## config.mk

```make
export PLATFORM = sky130hd
export DESIGN_NAME = fdl_interp
export DESIGN_NICKNAME = d
export VERILOG_FILES = /design/src/fdl_pkg.sv /design/src/fdl_interp.sv
export SDC_FILE = /design/constraint.sdc
export NUM_CORES = 1
export LEC_CHECK = 0
export ABC_AREA = 0
export BUFFER_PORTS_ARGS = -buffer_cell sky130_fd_sc_hd__buf_2
export CAP_MARGIN = 20
export CORE_ASPECT_RATIO = 0.7
export CORE_MARGIN = 4
export CORE_UTILIZATION = 45
export CTS_CLUSTER_DIAMETER = 100
export CTS_CLUSTER_SIZE = 10
export DETAILED_ROUTE_END_ITERATION = 12
export GPL_TIMING_DRIVEN = 0
export PLACE_DENSITY = 0.6
export SLEW_MARGIN = 20
export SYNTH_ARGS = -nofsm -noshare
export SYNTH_HDL_FRONTEND = slang
export SYNTH_SLANG_ARGS = --single-unit
```

## constraint.sdc

```tcl
create_clock -name aclk -period 18.5 [get_ports aclk]
set_clock_uncertainty 0.15 [all_clocks]
set_input_delay 3.7 -clock aclk [delete_from_list [all_inputs] [get_ports aclk]]
set_output_delay 3.7 -clock aclk [all_outputs]
set_load 0.03 [all_outputs]
```

## src/fdl_pkg.sv

```systemverilog
// Shared constants and types for the fractional delay line.
`default_nettype none

package fdl_pkg;

    // Default sizes
    localparam int MAX_DEPTH_DEF   = 4096;
    localparam int SAMPLE_BITS_DEF = 24;
    localparam int FRAC_BITS_DEF   = 16;

    // Fixed field and register widths
    localparam int DELAY_BITS = 28;
    localparam int LEN_BITS   = 13;
    localparam int PADDR_BITS = 3;
    localparam int PDATA_BITS = 32;

    localparam logic [LEN_BITS-1:0] LEN_RESET = 13'd4096;

    // Request kinds carried on tuser
    localparam logic OP_PUSH = 1'b0;
    localparam logic OP_READ = 1'b1;

    // Register index, taken from paddr[2]
    localparam logic REG_LENGTH = 1'b0;

    // Memory port strobes
    typedef struct packed {
        logic wr_en;
        logic rd_en;
    } mem_ctl_t;

endpackage : fdl_pkg

`default_nettype wire

```

## src/fdl_interp.sv

```systemverilog
// Interpolation pipeline: read data stage, product stage, output register.
`default_nettype none

module fdl_interp #(
    parameter int SAMPLE_BITS = fdl_pkg::SAMPLE_BITS_DEF,
    parameter int FRAC_BITS   = fdl_pkg::FRAC_BITS_DEF
) (
    input  wire                          aclk,
    input  wire                          aresetn,
    input  wire                          issue,
    input  wire  [FRAC_BITS-1:0]         issue_frac,
    input  wire                          issue_clamped,
    output logic                         issue_ready,
    input  wire  [SAMPLE_BITS-1:0]       rd_data0,
    input  wire  [SAMPLE_BITS-1:0]       rd_data1,
    output logic                         out_valid,
    input  wire                          out_ready,
    output logic [SAMPLE_BITS-1:0]       out_sample,
    output logic                         out_clamped
);

    localparam int DW = SAMPLE_BITS + 1;
    localparam int PW = DW + FRAC_BITS + 1;
    localparam int RW = SAMPLE_BITS + 2;

    logic                   s1_valid_reg, s1_valid_next;
    logic [FRAC_BITS-1:0]   s1_frac_reg;
    logic                   s1_clamped_reg;

    logic                   s2_valid_reg;
    logic signed [PW-1:0]   s2_prod_reg;
    logic signed [SAMPLE_BITS-1:0] s2_v0_reg;
    logic                   s2_clamped_reg;

    logic                   out_valid_reg;
    logic [SAMPLE_BITS-1:0] out_sample_reg;
    logic                   out_clamped_reg;

    logic                   out_free;
    logic                   s2_free;
    logic signed [DW-1:0]   diff;
    logic signed [PW-1:0]   prod;
    logic signed [RW-1:0]   sum;

    // Each stage moves when the one after it is empty or moving
    assign out_free    = !out_valid_reg || out_ready;
    assign s2_free     = !s2_valid_reg || out_free;
    assign issue_ready = !s1_valid_reg || s2_free;

    assign diff = DW'($signed(rd_data1)) - DW'($signed(rd_data0));
    assign prod = PW'(diff) * $signed({1'b0, s1_frac_reg});
    // arithmetic shift gives the floor of the scaled step
    assign sum  = RW'(s2_v0_reg) + RW'(s2_prod_reg >>> FRAC_BITS);

    always_comb begin
        s1_valid_next = s1_valid_reg;
        if (issue) begin
            s1_valid_next = 1'b1;
        end else if (s2_free) begin
            s1_valid_next = 1'b0;
        end
    end

    always_ff @(posedge aclk) begin
        if (!aresetn) begin
            s1_valid_reg  <= 1'b0;
            s2_valid_reg  <= 1'b0;
            out_valid_reg <= 1'b0;
        end else begin
            s1_valid_reg <= s1_valid_next;
            if (s2_free) begin
                s2_valid_reg <= s1_valid_reg;
            end
            if (out_free) begin
                out_valid_reg <= s2_valid_reg;
            end
        end
    end

    always_ff @(posedge aclk) begin
        if (issue) begin
            s1_frac_reg    <= issue_frac;
            s1_clamped_reg <= issue_clamped;
        end
        if (s2_free) begin
            s2_prod_reg    <= prod;
            s2_v0_reg      <= $signed(rd_data0);
            s2_clamped_reg <= s1_clamped_reg;
        end
        if (out_free) begin
            out_sample_reg  <= sum[SAMPLE_BITS-1:0];
            out_clamped_reg <= s2_clamped_reg;
        end
    end

    assign out_valid   = out_valid_reg;
    assign out_sample  = out_sample_reg;
    assign out_clamped = out_clamped_reg;

endmodule : fdl_interp

`default_nettype wire

```

# Word-level counts from Yosys, hierarchy flattened
# Cells that the tools add are included.
dict set report word_totals {
  ff_bits 110
  input_bits 69
  output_inout_bits 27
  word_cells 22
}
dict set report op_classes {
  addsub 2
  n_mul 1
  n_mux 2
  reduce_logical 7
}
# cell n
set ops {}
lappend ops {{multiplier 25 x 17 -> 40 bit} 1}
lappend ops {{subtractor 24 x 24 -> 25 bit} 1}
lappend ops {{adder 24 bit} 1}
lappend ops {{zero test 1 bit} 3}
lappend ops {{logical OR 1 bit} 3}
lappend ops {{2-to-1 mux 1 bit} 2}
lappend ops {{nonzero test 2 bit} 1}

# Longest topological paths before layout
dict set report logic_depth {
  ltp_word 5
  mapped_depth 34
}

# Least setup slack after synthesis
# OpenSTA, ideal clock, no wires.
dict set report synth_path {
  kind {input -> register}
  start {in rd_data0[7]}
  end {reg s2_prod_reg[39], data pin}
  arrival_time_ns 11.367
  required_ns 18.085
  setup_slack_ns 6.718
  stages 31
  path_buffers 2
  path_cell_list {inv_1 ha_1 or3_4 o221ai_2 a211oi_1 o31a_1 o211a_1 o31a_1 o31ai_2 buf_2 nand2_1 inv_1 fa_1 fa_1 clkbuf_1 xnor2_1 xnor2_1 fa_1 fa_1 inv_1 fa_1 inv_1 ha_1 a21o_1 a21oi_1 o21ai_0 or4_1 nand3_1 nor2_1 a211oi_1 xor2_1}
}
dict set report synth_between {
  elab_chain_cells 2
}
# element line_no
set synth_lines {}
lappend synth_lines {{from (decl)} fdl_interp.sv:14} ;# input wire [SAMPLE_BITS-1:0] rd_data0,
lappend synth_lines {{subtractor 24 x 24 -> 25 bit} fdl_interp.sv:50} ;# assign diff = DW'($signed(rd_data1)) - DW'($signed(rd_data0));
lappend synth_lines {{multiplier 25 x 17 -> 40 bit} fdl_interp.sv:51} ;# assign prod = PW'(diff) * $signed({1'b0, s1_frac_reg});
lappend synth_lines {{via prod[39]} fdl_interp.sv:42} ;# logic signed [PW-1:0] prod;
lappend synth_lines {{to (signal assigned)} fdl_interp.sv:86} ;# s2_prod_reg <= prod;
lappend synth_lines {{to (decl)} fdl_interp.sv:31} ;# logic signed [PW-1:0] s2_prod_reg;
# The timed path passes the listed nets, and every way through them passes these cells.
# A chain may end at the register's enable or synchronous reset.

# Worst setup path after layout
dict set report layout_path {
  start {in rd_data0[0]}
  end {reg s2_prod_reg[32], data pin}
}
# The elaborated chain is that of the path after synthesis.

==> results.md <==
- DRC viols: 0
- Post-Synthesis Cell Area: 20,100 um2
- Top FF cell, synth: edfxtp_1
- Setup bufs post-CTS: 0
- Overall global routing resource usage: 26.4%
- Post-synth top cells: inv_1, fa_1, nand2_1
- CP bufs+invs: 5
- Average size of a mapped cell: 9.14 um2
- Num CTS Buffers: 9
- Latest clock arrival within the worst-skew pair: 0.36 ns
- Post-synthesis cell type count: 65
- Largest net degree at the start of global routing: 50
- Final Max Slew Viols: 0
- RSZ-0062 raised after global routing: false
- Rows: 64
- Final Setup Violations: 0
- Cell Count Post-Placement: 2,883
- CTS tree: done
- Vias in the first global route: 16,200
- Post-route cell area: 21,700 um2
- Clk slew on worst S/H paths: 0.06 ns
- Share of cells above drive strength 1: 5.47%
- Core box area: 43,900 um2
- Post-synth top area cell: fa_1
- Chip height: 185 um
- DRT Wirelength: 62,000 um
- Period minus WS final: 13.54 ns
- Fin cells: 2,899
- IO Pins: 96
- Port Buf Inserts: 95
- Starting Density: 45.7%
- Initial antenna violation count: 1
- WL/cell: 21.4 um
- DP Wirelength: 51,300 um
- Number of max-cap violations: 0
- Clock root buffer master: clkbuf_16
- Fin util: 49.4%
- FMAX: 0.0738 GHz
- Delay-heaviest family, CP: adder cells
- TNS Setup: 0 ns
- Synth Instances: 2,193
- CP endpoint kind: flop
- Outcome: completed
- Worst Path Arrival: 13.52 ns
- Asr flop ratio synth: 0%
- Slew @ Worst Pin: 1.19 ns
- DR pass1 iterations: 6
- Synth top area cells: fa_1, edfxtp_1, inv_1
- Final worst-path cycle share: 73.2%
- Fillers: 4,210
- Max clock buf depth: 2
- Hold path start: s2_clamped_reg
- Total clock sinks: 94
- Die area: 48,100 um2
- Die width: 260 um
- H-tree levels: 3
- Area Growth Syn to Fin: 8.01%
- Diodes inserted: 0
- Number of flops mapped to enable cells by yosys: 91
- CP Max Fanout: 10
- Vias: 15,800
- Final Hold Violating Endpoints: 0
- Most frequent cell after synthesis: inv_1
- Hold Buf Count CTS: 0
- Slowest-stage cell, CP: a211oi_1
- Initial detailed-routing violation count: 1,633
- Nets: 2,886
- Critical Path Source Type: input pin
- CTS resizes: 0
- Via/cell ratio: 5.45
- Critical Path Most Common Cell: fa_1
- Yosys reg bits: 94
- Synth top area share: 37.2%
- Max-slew headroom: 19.9%
- Syn. warnings: 0
- Post-Syn Nets: 2,779
- R2r setup slk: 9.73 ns
- RR Startpoint: s1_frac_reg[2]
- Seq/Total Area, Yosys: 13.9%
- Worst Path Required: 18.48 ns
- Final GP Congestion: 0.989
- Worst min path class: flop to flop
- Routed Antenna Nets: 0
- CP Launch Point: rd_data0[0]
- Grt ovf: 0
- Slowest stage delay, CP: 0.88 ns
- Post-Place Cell Area: 21,300 um2
- First-pass GRT wire length: 95,400 um
- Crit Path Category: input pin to flop
[worst paths after layout]
kind                                        end  depth (start not counted)
worst min register to register      out_clamped                          0
worst max-delay path            s2_prod_reg[32]                         29
worst max register to register  s2_prod_reg[32]                         21
worst min-delay path                out_clamped                          0
[kinds of logic (layout without fill, tap and decap cells)]
logic type / count (synthesis) / in the layout / share of synthesized area [%]
AOI/OAI and AO/OA: 235 / 235 / 8.17
xor gates and xnor gates: 80 / 80 / 3.49
adders and majority gates: 522 / 522 / 46.5
buffers and inverters: 612 / 724 / 11.5
DFF: 94 / 94 / 13.9
muxes: 1 / 1 / 0.0499
and+or+nand+nor: 649 / 649 / 16.4
[per-stage QoR]
step | setup slack (ns) | hold WS [ns]
after floorplan | 6.72 | 0.250
after global placement | 4.47 | 0.256
after detailed placement | 4.63 | 0.265
after CTS | 4.96 | 0.280
after global routing | 4.50 | 0.289
final | 4.96 | 0.276
[layout make-up]
type	instances	area [um2]	area share [%]
inverters	503	1890	8.72
repair buffers	96	483	2.23
plain buffers	109	418	1.93
flip-flops and latches	94	2790	12.9
clock inverters	5	108	0.497
multi-input cells	1487	15000	69.2
clock buffers	11	233	1.07
well taps	594	743	3.43
[metal layers]
metal | GRT usage, % | part of all wire (%) | up-vias
met5 | 0 | 0 | -
met4 | 4.70 | 1.6 | 0
met3 | 8.45 | 13 | 56
met2 | 37.7 | 40 | 726
met1 | 39.9 | 46 | 7971
li1 | - | - | 7047
[worst reg2reg max path, cell delays in order (launching register included)]
cell and delay (ns):
edfxtp_1 0.43, clkbuf_1 0.55, clkbuf_1 0.65, nand2_1 0.18, fa_1 0.54, fa_1 0.56, fa_1 0.54, fa_1 0.55
inv_1 0.11, fa_1 0.51, inv_1 0.05, fa_1 0.48, inv_1 0.05, ha_1 0.32, o21ai_0 0.12, a21boi_0 0.49
a21oi_1 0.34, a211oi_1 0.88, o21ai_0 0.24, a31oi_1 0.29, a21o_1 0.18, xor2_1 0.35
[cells in the final DEF (no fill, tap or decap), types with 15 or more instances in the layout]
cell type	n
a21o_1	23
a21oi_1	45
a31oi_1	15
and2_1	139
buf_2	96
clkbuf_1	106
edfxtp_1	91
fa_1	373
ha_1	144
inv_1	503
nand2_1	244
nand2b_1	19
nand3_1	46
nand3b_1	18
nor2_1	69
nor2b_1	29
nor3_1	15
nor4_1	17
o211ai_1	23
o21a_1	17
o21ai_0	35
xnor2_1	55
xor2_1	23
Power is not shown: default switching activity piles up to over one toggle a cycle in this logic, so the estimate is an artifact.
