**src/fdl_pkg.sv**
```systemverilog
// Shared constants and types for the fractional delay line.
`default_nettype none

package fdl_pkg;

    // Default sizes
    localparam int MAX_DEPTH_DEF   = 4096;
    localparam int SAMPLE_BITS_DEF = 24;
    localparam int FRAC_BITS_DEF   = 16;

    // Fixed field and register widths
    localparam int DELAY_BITS = 28;
    localparam int LEN_BITS   = 13;
    localparam int PADDR_BITS = 3;
    localparam int PDATA_BITS = 32;

    localparam logic [LEN_BITS-1:0] LEN_RESET = 13'd4096;

    // Request kinds carried on tuser
    localparam logic OP_PUSH = 1'b0;
    localparam logic OP_READ = 1'b1;

    // Register index, taken from paddr[2]
    localparam logic REG_LENGTH = 1'b0;

    // Memory port strobes
    typedef struct packed {
        logic wr_en;
        logic rd_en;
    } mem_ctl_t;

endpackage : fdl_pkg

`default_nettype wire

```
**src/fdl_ctrl.sv**
```systemverilog
// Length register, write pointer, clearing sweep and read address generation.
`default_nettype none

module fdl_ctrl #(
    parameter int MAX_DEPTH   = fdl_pkg::MAX_DEPTH_DEF,
    parameter int SAMPLE_BITS = fdl_pkg::SAMPLE_BITS_DEF,
    parameter int FRAC_BITS   = fdl_pkg::FRAC_BITS_DEF,
    parameter int AW          = $clog2(MAX_DEPTH)
) (
    input  wire                               aclk,
    input  wire                               aresetn,
    // configuration
    input  wire                               psel,
    input  wire                               penable,
    input  wire                               pwrite,
    input  wire  [fdl_pkg::PADDR_BITS-1:0]    paddr,
    input  wire  [fdl_pkg::PDATA_BITS-1:0]    pwdata,
    output logic [fdl_pkg::PDATA_BITS-1:0]    prdata,
    output logic                              pready,
    // request side
    input  wire                               s_tvalid,
    output logic                              s_tready,
    input  wire                               op,
    input  wire  [SAMPLE_BITS-1:0]            sample_in,
    input  wire  [fdl_pkg::DELAY_BITS-1:0]    delay,
    input  wire                               issue_ready,
    // memory and datapath
    output fdl_pkg::mem_ctl_t                 mem_ctl,
    output logic [AW-1:0]                     wr_addr,
    output logic [SAMPLE_BITS-1:0]            wr_data,
    output logic [AW-1:0]                     rd_addr0,
    output logic [AW-1:0]                     rd_addr1,
    output logic [FRAC_BITS-1:0]              rd_frac,
    output logic                              rd_clamped
);

    localparam int LW = AW + 1;
    localparam int IW = fdl_pkg::DELAY_BITS - FRAC_BITS;
    localparam int CW = ((IW > LW) ? IW : LW) + 1;
    localparam logic [AW-1:0] LAST_ADDR = AW'(MAX_DEPTH - 1);

    function automatic logic [LW-1:0] eff_len(input logic [fdl_pkg::LEN_BITS-1:0] raw);
        logic [LW-1:0] r;
        if (raw == '0) begin
            r = LW'(1);
        end else if (32'(raw) > 32'(MAX_DEPTH)) begin
            r = LW'(MAX_DEPTH);
        end else begin
            r = LW'(raw);
        end
        return r;
    endfunction

    logic [fdl_pkg::LEN_BITS-1:0] len_raw_reg, len_raw_next;
    logic [LW-1:0]                len_reg,     len_next;
    logic [AW-1:0]                wp_reg,      wp_next;
    logic                         clr_reg,     clr_next;
    logic [AW-1:0]                clr_addr_reg, clr_addr_next;

    logic           cfg_wr;
    logic           accept;
    logic           push;
    logic [IW-1:0]  ip;
    logic           clamp;
    logic [LW-1:0]  ipc;
    logic [LW-1:0]  pos;
    logic [LW-1:0]  i0;
    logic [LW-1:0]  i0_inc;

    assign pready = 1'b1;
    assign cfg_wr = psel && penable && pwrite && pready && (paddr[2] == fdl_pkg::REG_LENGTH);
    assign prdata = (paddr[2] == fdl_pkg::REG_LENGTH) ? fdl_pkg::PDATA_BITS'(len_raw_reg) : '0;

    assign s_tready = !clr_reg && issue_ready;
    assign accept   = s_tvalid && s_tready;
    assign push     = accept && (op == fdl_pkg::OP_PUSH);

    // Read position: write pointer + integer delay + 1, wrapped once
    assign ip    = delay[fdl_pkg::DELAY_BITS-1:FRAC_BITS];
    assign clamp = CW'(ip) >= CW'(len_reg);
    assign ipc   = clamp ? (len_reg - LW'(1)) : LW'(ip);
    assign pos   = LW'(wp_reg) + ipc + LW'(1);
    assign i0    = (pos >= len_reg) ? (pos - len_reg) : pos;
    assign i0_inc = i0 + LW'(1);

    assign rd_addr0   = i0[AW-1:0];
    assign rd_addr1   = (i0_inc == len_reg) ? '0 : i0_inc[AW-1:0];
    assign rd_frac    = clamp ? '0 : delay[FRAC_BITS-1:0];
    assign rd_clamped = clamp;

    assign mem_ctl.rd_en = accept && (op == fdl_pkg::OP_READ);
    assign mem_ctl.wr_en = clr_reg || push;
    assign wr_addr       = clr_reg ? clr_addr_reg : wp_reg;
    assign wr_data       = clr_reg ? '0 : sample_in;

    always_comb begin
        len_raw_next  = len_raw_reg;
        len_next      = len_reg;
        wp_next       = wp_reg;
        clr_next      = clr_reg;
        clr_addr_next = clr_addr_reg;
        if (clr_reg) begin
            clr_addr_next = clr_addr_reg + AW'(1);
            if (clr_addr_reg == LAST_ADDR) begin
                clr_next = 1'b0;
            end
        end
        if (push) begin
            // step down, wrap from zero to the top of the line
            wp_next = (wp_reg == '0) ? AW'(len_reg - LW'(1)) : (wp_reg - AW'(1));
        end
        if (cfg_wr) begin
            len_raw_next = pwdata[fdl_pkg::LEN_BITS-1:0];
            len_next     = eff_len(pwdata[fdl_pkg::LEN_BITS-1:0]);
            wp_next      = '0;
        end
    end

    always_ff @(posedge aclk) begin
        if (!aresetn) begin
            len_raw_reg  <= fdl_pkg::LEN_RESET;
            len_reg      <= eff_len(fdl_pkg::LEN_RESET);
            wp_reg       <= '0;
            clr_reg      <= 1'b1;
            clr_addr_reg <= '0;
        end else begin
            len_raw_reg  <= len_raw_next;
            len_reg      <= len_next;
            wp_reg       <= wp_next;
            clr_reg      <= clr_next;
            clr_addr_reg <= clr_addr_next;
        end
    end

endmodule : fdl_ctrl

`default_nettype wire

```
**config.mk**
```make
export PLATFORM = sky130hd
export DESIGN_NAME = fdl_ctrl
export DESIGN_NICKNAME = d
export VERILOG_FILES = /design/src/fdl_pkg.sv /design/src/fdl_ctrl.sv
export SDC_FILE = /design/constraint.sdc
export NUM_CORES = 1
export LEC_CHECK = 0
export ABC_CLOCK_PERIOD_IN_PS = 20800
export BUFFER_PORTS_ARGS = -buffer_cell sky130_fd_sc_hd__buf_2
export CAP_MARGIN = 20
export CORE_MARGIN = 1.5
export CORE_UTILIZATION = 48
export CTS_BUF_LIST = sky130_fd_sc_hd__clkbuf_8
export CTS_CLUSTER_SIZE = 28
export DETAILED_ROUTE_END_ITERATION = 6
export HOLD_SLACK_MARGIN = 0.15
export PLACE_DENSITY = 0.78
export SLEW_MARGIN = 20
export SYNTH_ARGS = -nofsm -noshare
export SYNTH_HDL_FRONTEND = slang
export SYNTH_SLANG_ARGS = --single-unit
```
**constraint.sdc**
```tcl
create_clock -name aclk -period 20.8 [get_ports aclk]
set_input_delay 3.12 -clock aclk [delete_from_list [all_inputs] [get_ports aclk]]
set_output_delay 3.12 -clock aclk [all_outputs]
set_load 0.05 [all_outputs]
```
**Yosys cells after proc, flatten, opt, wreduce, memory -nomap -nowiden**

Index checks and enable logic that the tools add are counted.

- Register bits: 51
- Input port bits: 95
- Output and inout bits: 113
- Word-level logic and storage cells: 44

- $add $sub $neg: 7
- $lt $le $gt $ge: 3
- Equal/unequal tests: 2
- Mux-type cells: 12
- Bitwise logic cells: 3
- Reduce and logical (&&, ||, !) cells: 12

Operators with widths:

| operator | count |
|---|---|
| 13-bit two-way mux | 5 |
| 12-bit two-way mux | 3 |
| 13-bit by 1-bit adder with 13-bit output, second input constant | 2 |
| 24-bit two-way mux | 1 |
| 16-bit two-way mux | 1 |
| 12-bit by 13-bit adder with 13-bit output | 1 |
| 13-bit == test | 1 |
| 12-bit by 13-bit >= comparator with 1-bit output | 1 |
| 13-bit >= comparator | 1 |
| 13-bit greater-than comparator, second input constant | 1 |
| 13-bit logical NOT | 1 |
| 13-bit by 1-bit subtractor with 13-bit output, second input constant | 1 |
| 13-bit subtractor | 1 |
| 12-bit by 1-bit adder with 12-bit output, second input constant | 1 |
| 12-bit == test, second input constant | 1 |
| 12-bit logical NOT | 1 |
| 12-bit by 1-bit subtractor with 12-bit output, second input constant | 1 |
| 1-bit logical AND | 7 |
| 1-bit inverter | 3 |
| 1-bit two-way mux | 2 |
| 2-bit OR reduction | 1 |
| 1-bit logical NOT | 1 |
| 1-bit logical OR | 1 |

**Depth between registers and ports, before layout**

- Depth after elaboration: 9
- Gate-level depth with buffers: 38
- Mapped depth without buffers: 34

**Worst setup path after synthesis**

No wires, ideal clock.

- Path kind: input port to output port
- From: input port delay[16] in the netlist's numbering
- To: output port rd_addr1[4]
- Arrival time: 11.507 ns
- Data required time: 17.680 ns
- Slack: 6.173 ns
- Stages: 36
- Buffers on the path: 6
- Cell sequence: inv_1 ha_1 nor2b_1 o21ai_0 nand3_1 a31o_2 clkbuf_1 nand2_1 clkbuf_1 a21oi_1 ha_1 clkbuf_1 inv_1 o21ai_0 o211ai_1 mux2i_1 nand2_1 ha_1 buf_2 nand3_1 nor4_2 a221oi_2 nand2_1 buf_6 clkbuf_1 nor2_1 a21oi_1 ha_1 nor4bb_1 and3_1 a22oi_2 nor4_1 xnor2_1 a22oi_1 nor4_4 a211oi_1

- Word-level cells in the longest chain between the ends: 9
- Elaborated cells on any way between the ends: 10
- Classes of those cells: add/sub: 4; order compare: 2; eq/ne: 1; mux: 3

Ends and longest elaborated chain:

| item | RTL line | RTL |
|---|---|---|
| start: declaration | fdl_ctrl.sv:25 | `input wire [fdl_pkg::DELAY_BITS-1:0] delay,` |
| 12-bit by 13-bit >= comparator with 1-bit output (*) | fdl_ctrl.sv:80 | `assign clamp = CW'(ip) >= CW'(len_reg);` |
| via rd_clamped | fdl_ctrl.sv:34 | `output logic rd_clamped` |
| 13-bit two-way mux (*) | fdl_ctrl.sv:81 | `assign ipc = clamp ? (len_reg - LW'(1)) : LW'(ip);` |
| 12-bit by 13-bit adder with 13-bit output (*) | fdl_ctrl.sv:82 | `assign pos = LW'(wp_reg) + ipc + LW'(1);` |
| 13-bit by 1-bit adder with 13-bit output (*) | fdl_ctrl.sv:82 |  |
| 13-bit subtractor / 13-bit >= comparator (equally long branches) | fdl_ctrl.sv:83 | `assign i0 = (pos >= len_reg) ? (pos - len_reg) : pos;` |
| 13-bit two-way mux (*) | fdl_ctrl.sv:83 |  |
| via rd_addr0[1] | fdl_ctrl.sv:31 | `output logic [AW-1:0] rd_addr0,` |
| 13-bit by 1-bit adder with 13-bit output (*) | fdl_ctrl.sv:84 | `assign i0_inc = i0 + LW'(1);` |
| 13-bit == test | fdl_ctrl.sv:87 | `assign rd_addr1 = (i0_inc == len_reg) ? '0 : i0_inc[AW-1:0];` |
| 12-bit two-way mux (*) | fdl_ctrl.sv:87 |  |
| end: declaration | fdl_ctrl.sv:32 | `output logic [AW-1:0] rd_addr1,` |

Mark *: on every way through the listed nets, which the timed path passes. The rest lies on a longest branch.

**Worst setup path after layout**

- From: input port delay[27] in the netlist's numbering
- To: output port rd_addr1[9]

- Word-level cells in the longest chain between the ends: 9
- Elaborated cells on any way between the ends: 10
- Classes of those cells: add/sub: 4; order compare: 2; eq/ne: 1; mux: 3

Ends and longest elaborated chain:

| item | RTL line |
|---|---|
| 12-bit by 13-bit >= comparator with 1-bit output | fdl_ctrl.sv:80 |
| 13-bit two-way mux (*) | fdl_ctrl.sv:81 |
| 12-bit by 13-bit adder with 13-bit output (*) | fdl_ctrl.sv:82 |
| 13-bit by 1-bit adder with 13-bit output (*) | fdl_ctrl.sv:82 |
| 13-bit subtractor / 13-bit >= comparator (equally long branches) | fdl_ctrl.sv:83 |
| 13-bit two-way mux (*) | fdl_ctrl.sv:83 |
| 13-bit by 1-bit adder with 13-bit output (*) | fdl_ctrl.sv:84 |
| 13-bit == test | fdl_ctrl.sv:87 |
| 12-bit two-way mux (*) | fdl_ctrl.sv:87 |

Mark *: on every way between the ends. The rest lies on a longest branch, timed or not.

==> flow_summary.ini <==
[sta]
period_minus_slack_ns = 14.69
maxSlewViolCount = 0
finClkSkew_ns = 0.00365
worstMarginPinSlew_ns = 0.778
tns_ns = 0
hold_viol = 0
slew_headroom = 0.480
rsz0062_at_grt = false
setup_violations = 0
max_freq_mhz = 68.1
finalCritPeriodShare = 0.706

[final_layout]
syn_to_final_growth_pct = 15.1
finalInstanceArea_um2 = 6630
nets = 1048
fill_cells = 1136
drive_gt1_frac = 0.238
multi_input_area_um2 = 4400
diodes = 0
regArea_um2 = 1020

[synthesis]
synth_compound_area_frac = 0.209
ys_ff_latch = 51
synthXorXnorAreaFrac = 0.101
synthCells = 769
synth-main-ff-cell = dfxtp_1
yosysMostFrequentCell = nand2_1
synth-edff-count = 0
synthMuxAreaShare = 0.0347
synthSimpleGateAreaFrac = 0.307
syn-cell-area_um2 = 5760
synth.largest_area_cell = dfxtp_1
synth_top_cell_area_share = 0.177
yosys.cell_types.count = 89
synth-adder-area-share = 0.0981
synthArstFlopShare = 0
ys_seq_area_frac = 0.177
synth_area_leaders = dfxtp_1, ha_1, xnor2_1
yosysWarnings = 0
synth_top_family_by_area = simple AND/OR/NAND/NOR gates
avgSynthCellArea_um2 = 7.49
synth_common_cells = nand2_1, nor2_1, nor2b_1

[pwr]
leakagePower_uw = 0.00296
sequentialPowerShare = 0.335
ir_drop_uv = 44.7
sw_frac_of_total = 0.439
p_switching_uw = 132
p_int_uw = 168
power_density_nw_per_um2 = 45.2
combPwrFrac = 0.489
power_frac_clock = 0.176

[grt]
antenna_found_initial = 0
met2_usage = 0.418
grt_max_degree = 49
grt_util_all_layers = 0.240
grt-ovfl-total = 0
busiest_layer = met2
grt_pass1_wl_um = 25400
grt_pass1_vias = 5244
gr-usage-met3 = 0.0200
grt_use_met1 = 0.322

[route]
initialDrtViolationCount = 296
post_drt_wl_per_cell_um = 14.9
post-route-drc-count = 5
first_pass_iters = 7
num_vias = 5901
routed_wl_um = 15700
vias_per_cell = 5.61
ant_nets = 0

[worst_hold_path]
hold_class = register to register

[clock_network]
cts_buffers = 5
insertion_delay_ns = 0.30
cts_tree = built
post-cts-setup-buffer-count = 0
path_clk_slew_ns = 0.08
clockBufferDepth = 2
cts_htree_levels = 2
clock-sinks = 51
post_cts_resized = 0
cts-root-buf = clkbuf_8
holdBufCountCts = 0

[run]
cap_violations = 0

[critical_path]
cp.required_ns = 17.68
cpPeakStageDelay_ns = 0.64
critPathKind = primary input to output pin
worstPathMaxFanout = 26
crit_path_end_kind = output pin
critPathLaunchType = primary input
crit_family = simple AND/OR/NAND/NOR gates
slowest_stage = nand2_1
cp_data_arrival_time_ns = 11.57
path_buf_inv = 2

[placed_design]
placed_area_um2 = 6560
dp_hpwl_um = 12600
io_buffers = 166
place.gp.congestion = 0.933

[floorplanning]
pin_count = 208
die_w_um = 113
start_util = 0.498
die_area_um2 = 12700
die_h_um = 113
core_um2 = 11600
fp-row-count = 39

[run_status]
violations = design-rule violations
outcome = complete, but fails checks
cell usage in the layout (no fill, tap or decap), types with 7 or more instances in the layout:
master and count:
mux2i_1 7, mux2_2 9, nand2_1 81, nand2b_1 7
a21oi_1 43, a21boi_0 16, buf_2 166, nand4_1 9
inv_1 33, and3_1 25, dfxtp_1 51, nor2_1 60
nor3_1 16, conb_1 20, nor2b_1 53, xnor2_1 40
ha_1 42, a21o_1 8, xor2_1 19, nand3_1 22
and2_1 15, a31oi_1 7, nor4_1 7, o21ai_0 35
through the flow:
stage | util | hold slack, ns | instances | power [uW] | worst slack (ns)
6_report | 0.574 | 0.462 | 1051 | 300 | 6.11
5_1_grt | 0.574 | 0.493 | 1051 | 318 | 5.23
4_1_cts | 0.573 | 0.465 | 1051 | 300 | 5.60
3_5_place_dp | 0.567 | 0.452 | 1045 | 248 | 5.63
3_3_place_gp | 0.567 | 0.446 | 1045 | 247 | 5.72
2_1_floorplan | - | 0.433 | 787 | 221 | 6.17
area by class of cell:
cell class / instances / area share
Clock buffer: 5 / 0.0104
Tap cell: 143 / 0.0270
Inverter: 34 / 0.0192
Multi-Input combinational cell: 650 / 0.663
Timing Repair Buffer: 167 / 0.126
Clock inverter: 1 / 0.000566
Sequential cell: 51 / 0.154
metal layers:
metal  vias to the layer above  share of wire
met2                       210           0.48
li1                       2956              -
met4                         0          0.016
met3                        26          0.060
met5                         -              0
met1                      2709           0.44
worst min-delay path, stage by stage, from the launching register on:
cell	delay [ns]
dfxtp_1	0.31
nand2_1	0.04
a21boi_0	0.06
path summary, 6_finish.rpt:
path	cells after the start	endpoint	startpoint	slack [ns]
worst min-delay path	2	len_raw_reg[5]$_SDFFE_PN0P_	len_raw_reg[5]$_SDFFE_PN0P_	0.46
worst max register to register	9	wp_reg[10]$_SDFFE_PP0P_	len_reg[1]$_SDFFE_PN0P_	18.62
worst min register to register	2	len_raw_reg[5]$_SDFFE_PN0P_	len_raw_reg[5]$_SDFFE_PN0P_	0.46
worst max-delay path	31	rd_addr1[9]	delay[27]	6.11
logic make-up (layout without fill, tap and decap cells):
logic type / after synthesis / in the layout
AOI/OAI and AO/OA: 175 / 175
muxes: 18 / 18
buffers and inverters: 86 / 207
DFF: 51 / 51
other: 2 / 20
adders and majority gates: 44 / 44
xor gates and xnor gates: 63 / 63
and+or+nand+nor: 330 / 330
power groups by stage:
stage	Sequential, uW	Clock (uW)	Combinational, uW
2_1_floorplan	102	0	119
3_3_place_gp	103	0	145
3_5_place_dp	103	0	146
5_1_grt	101	57.8	159
6_report	100	52.9	147
4_1_cts	100	53.5	146
Note: power is estimated with default switching activity, not from simulation.
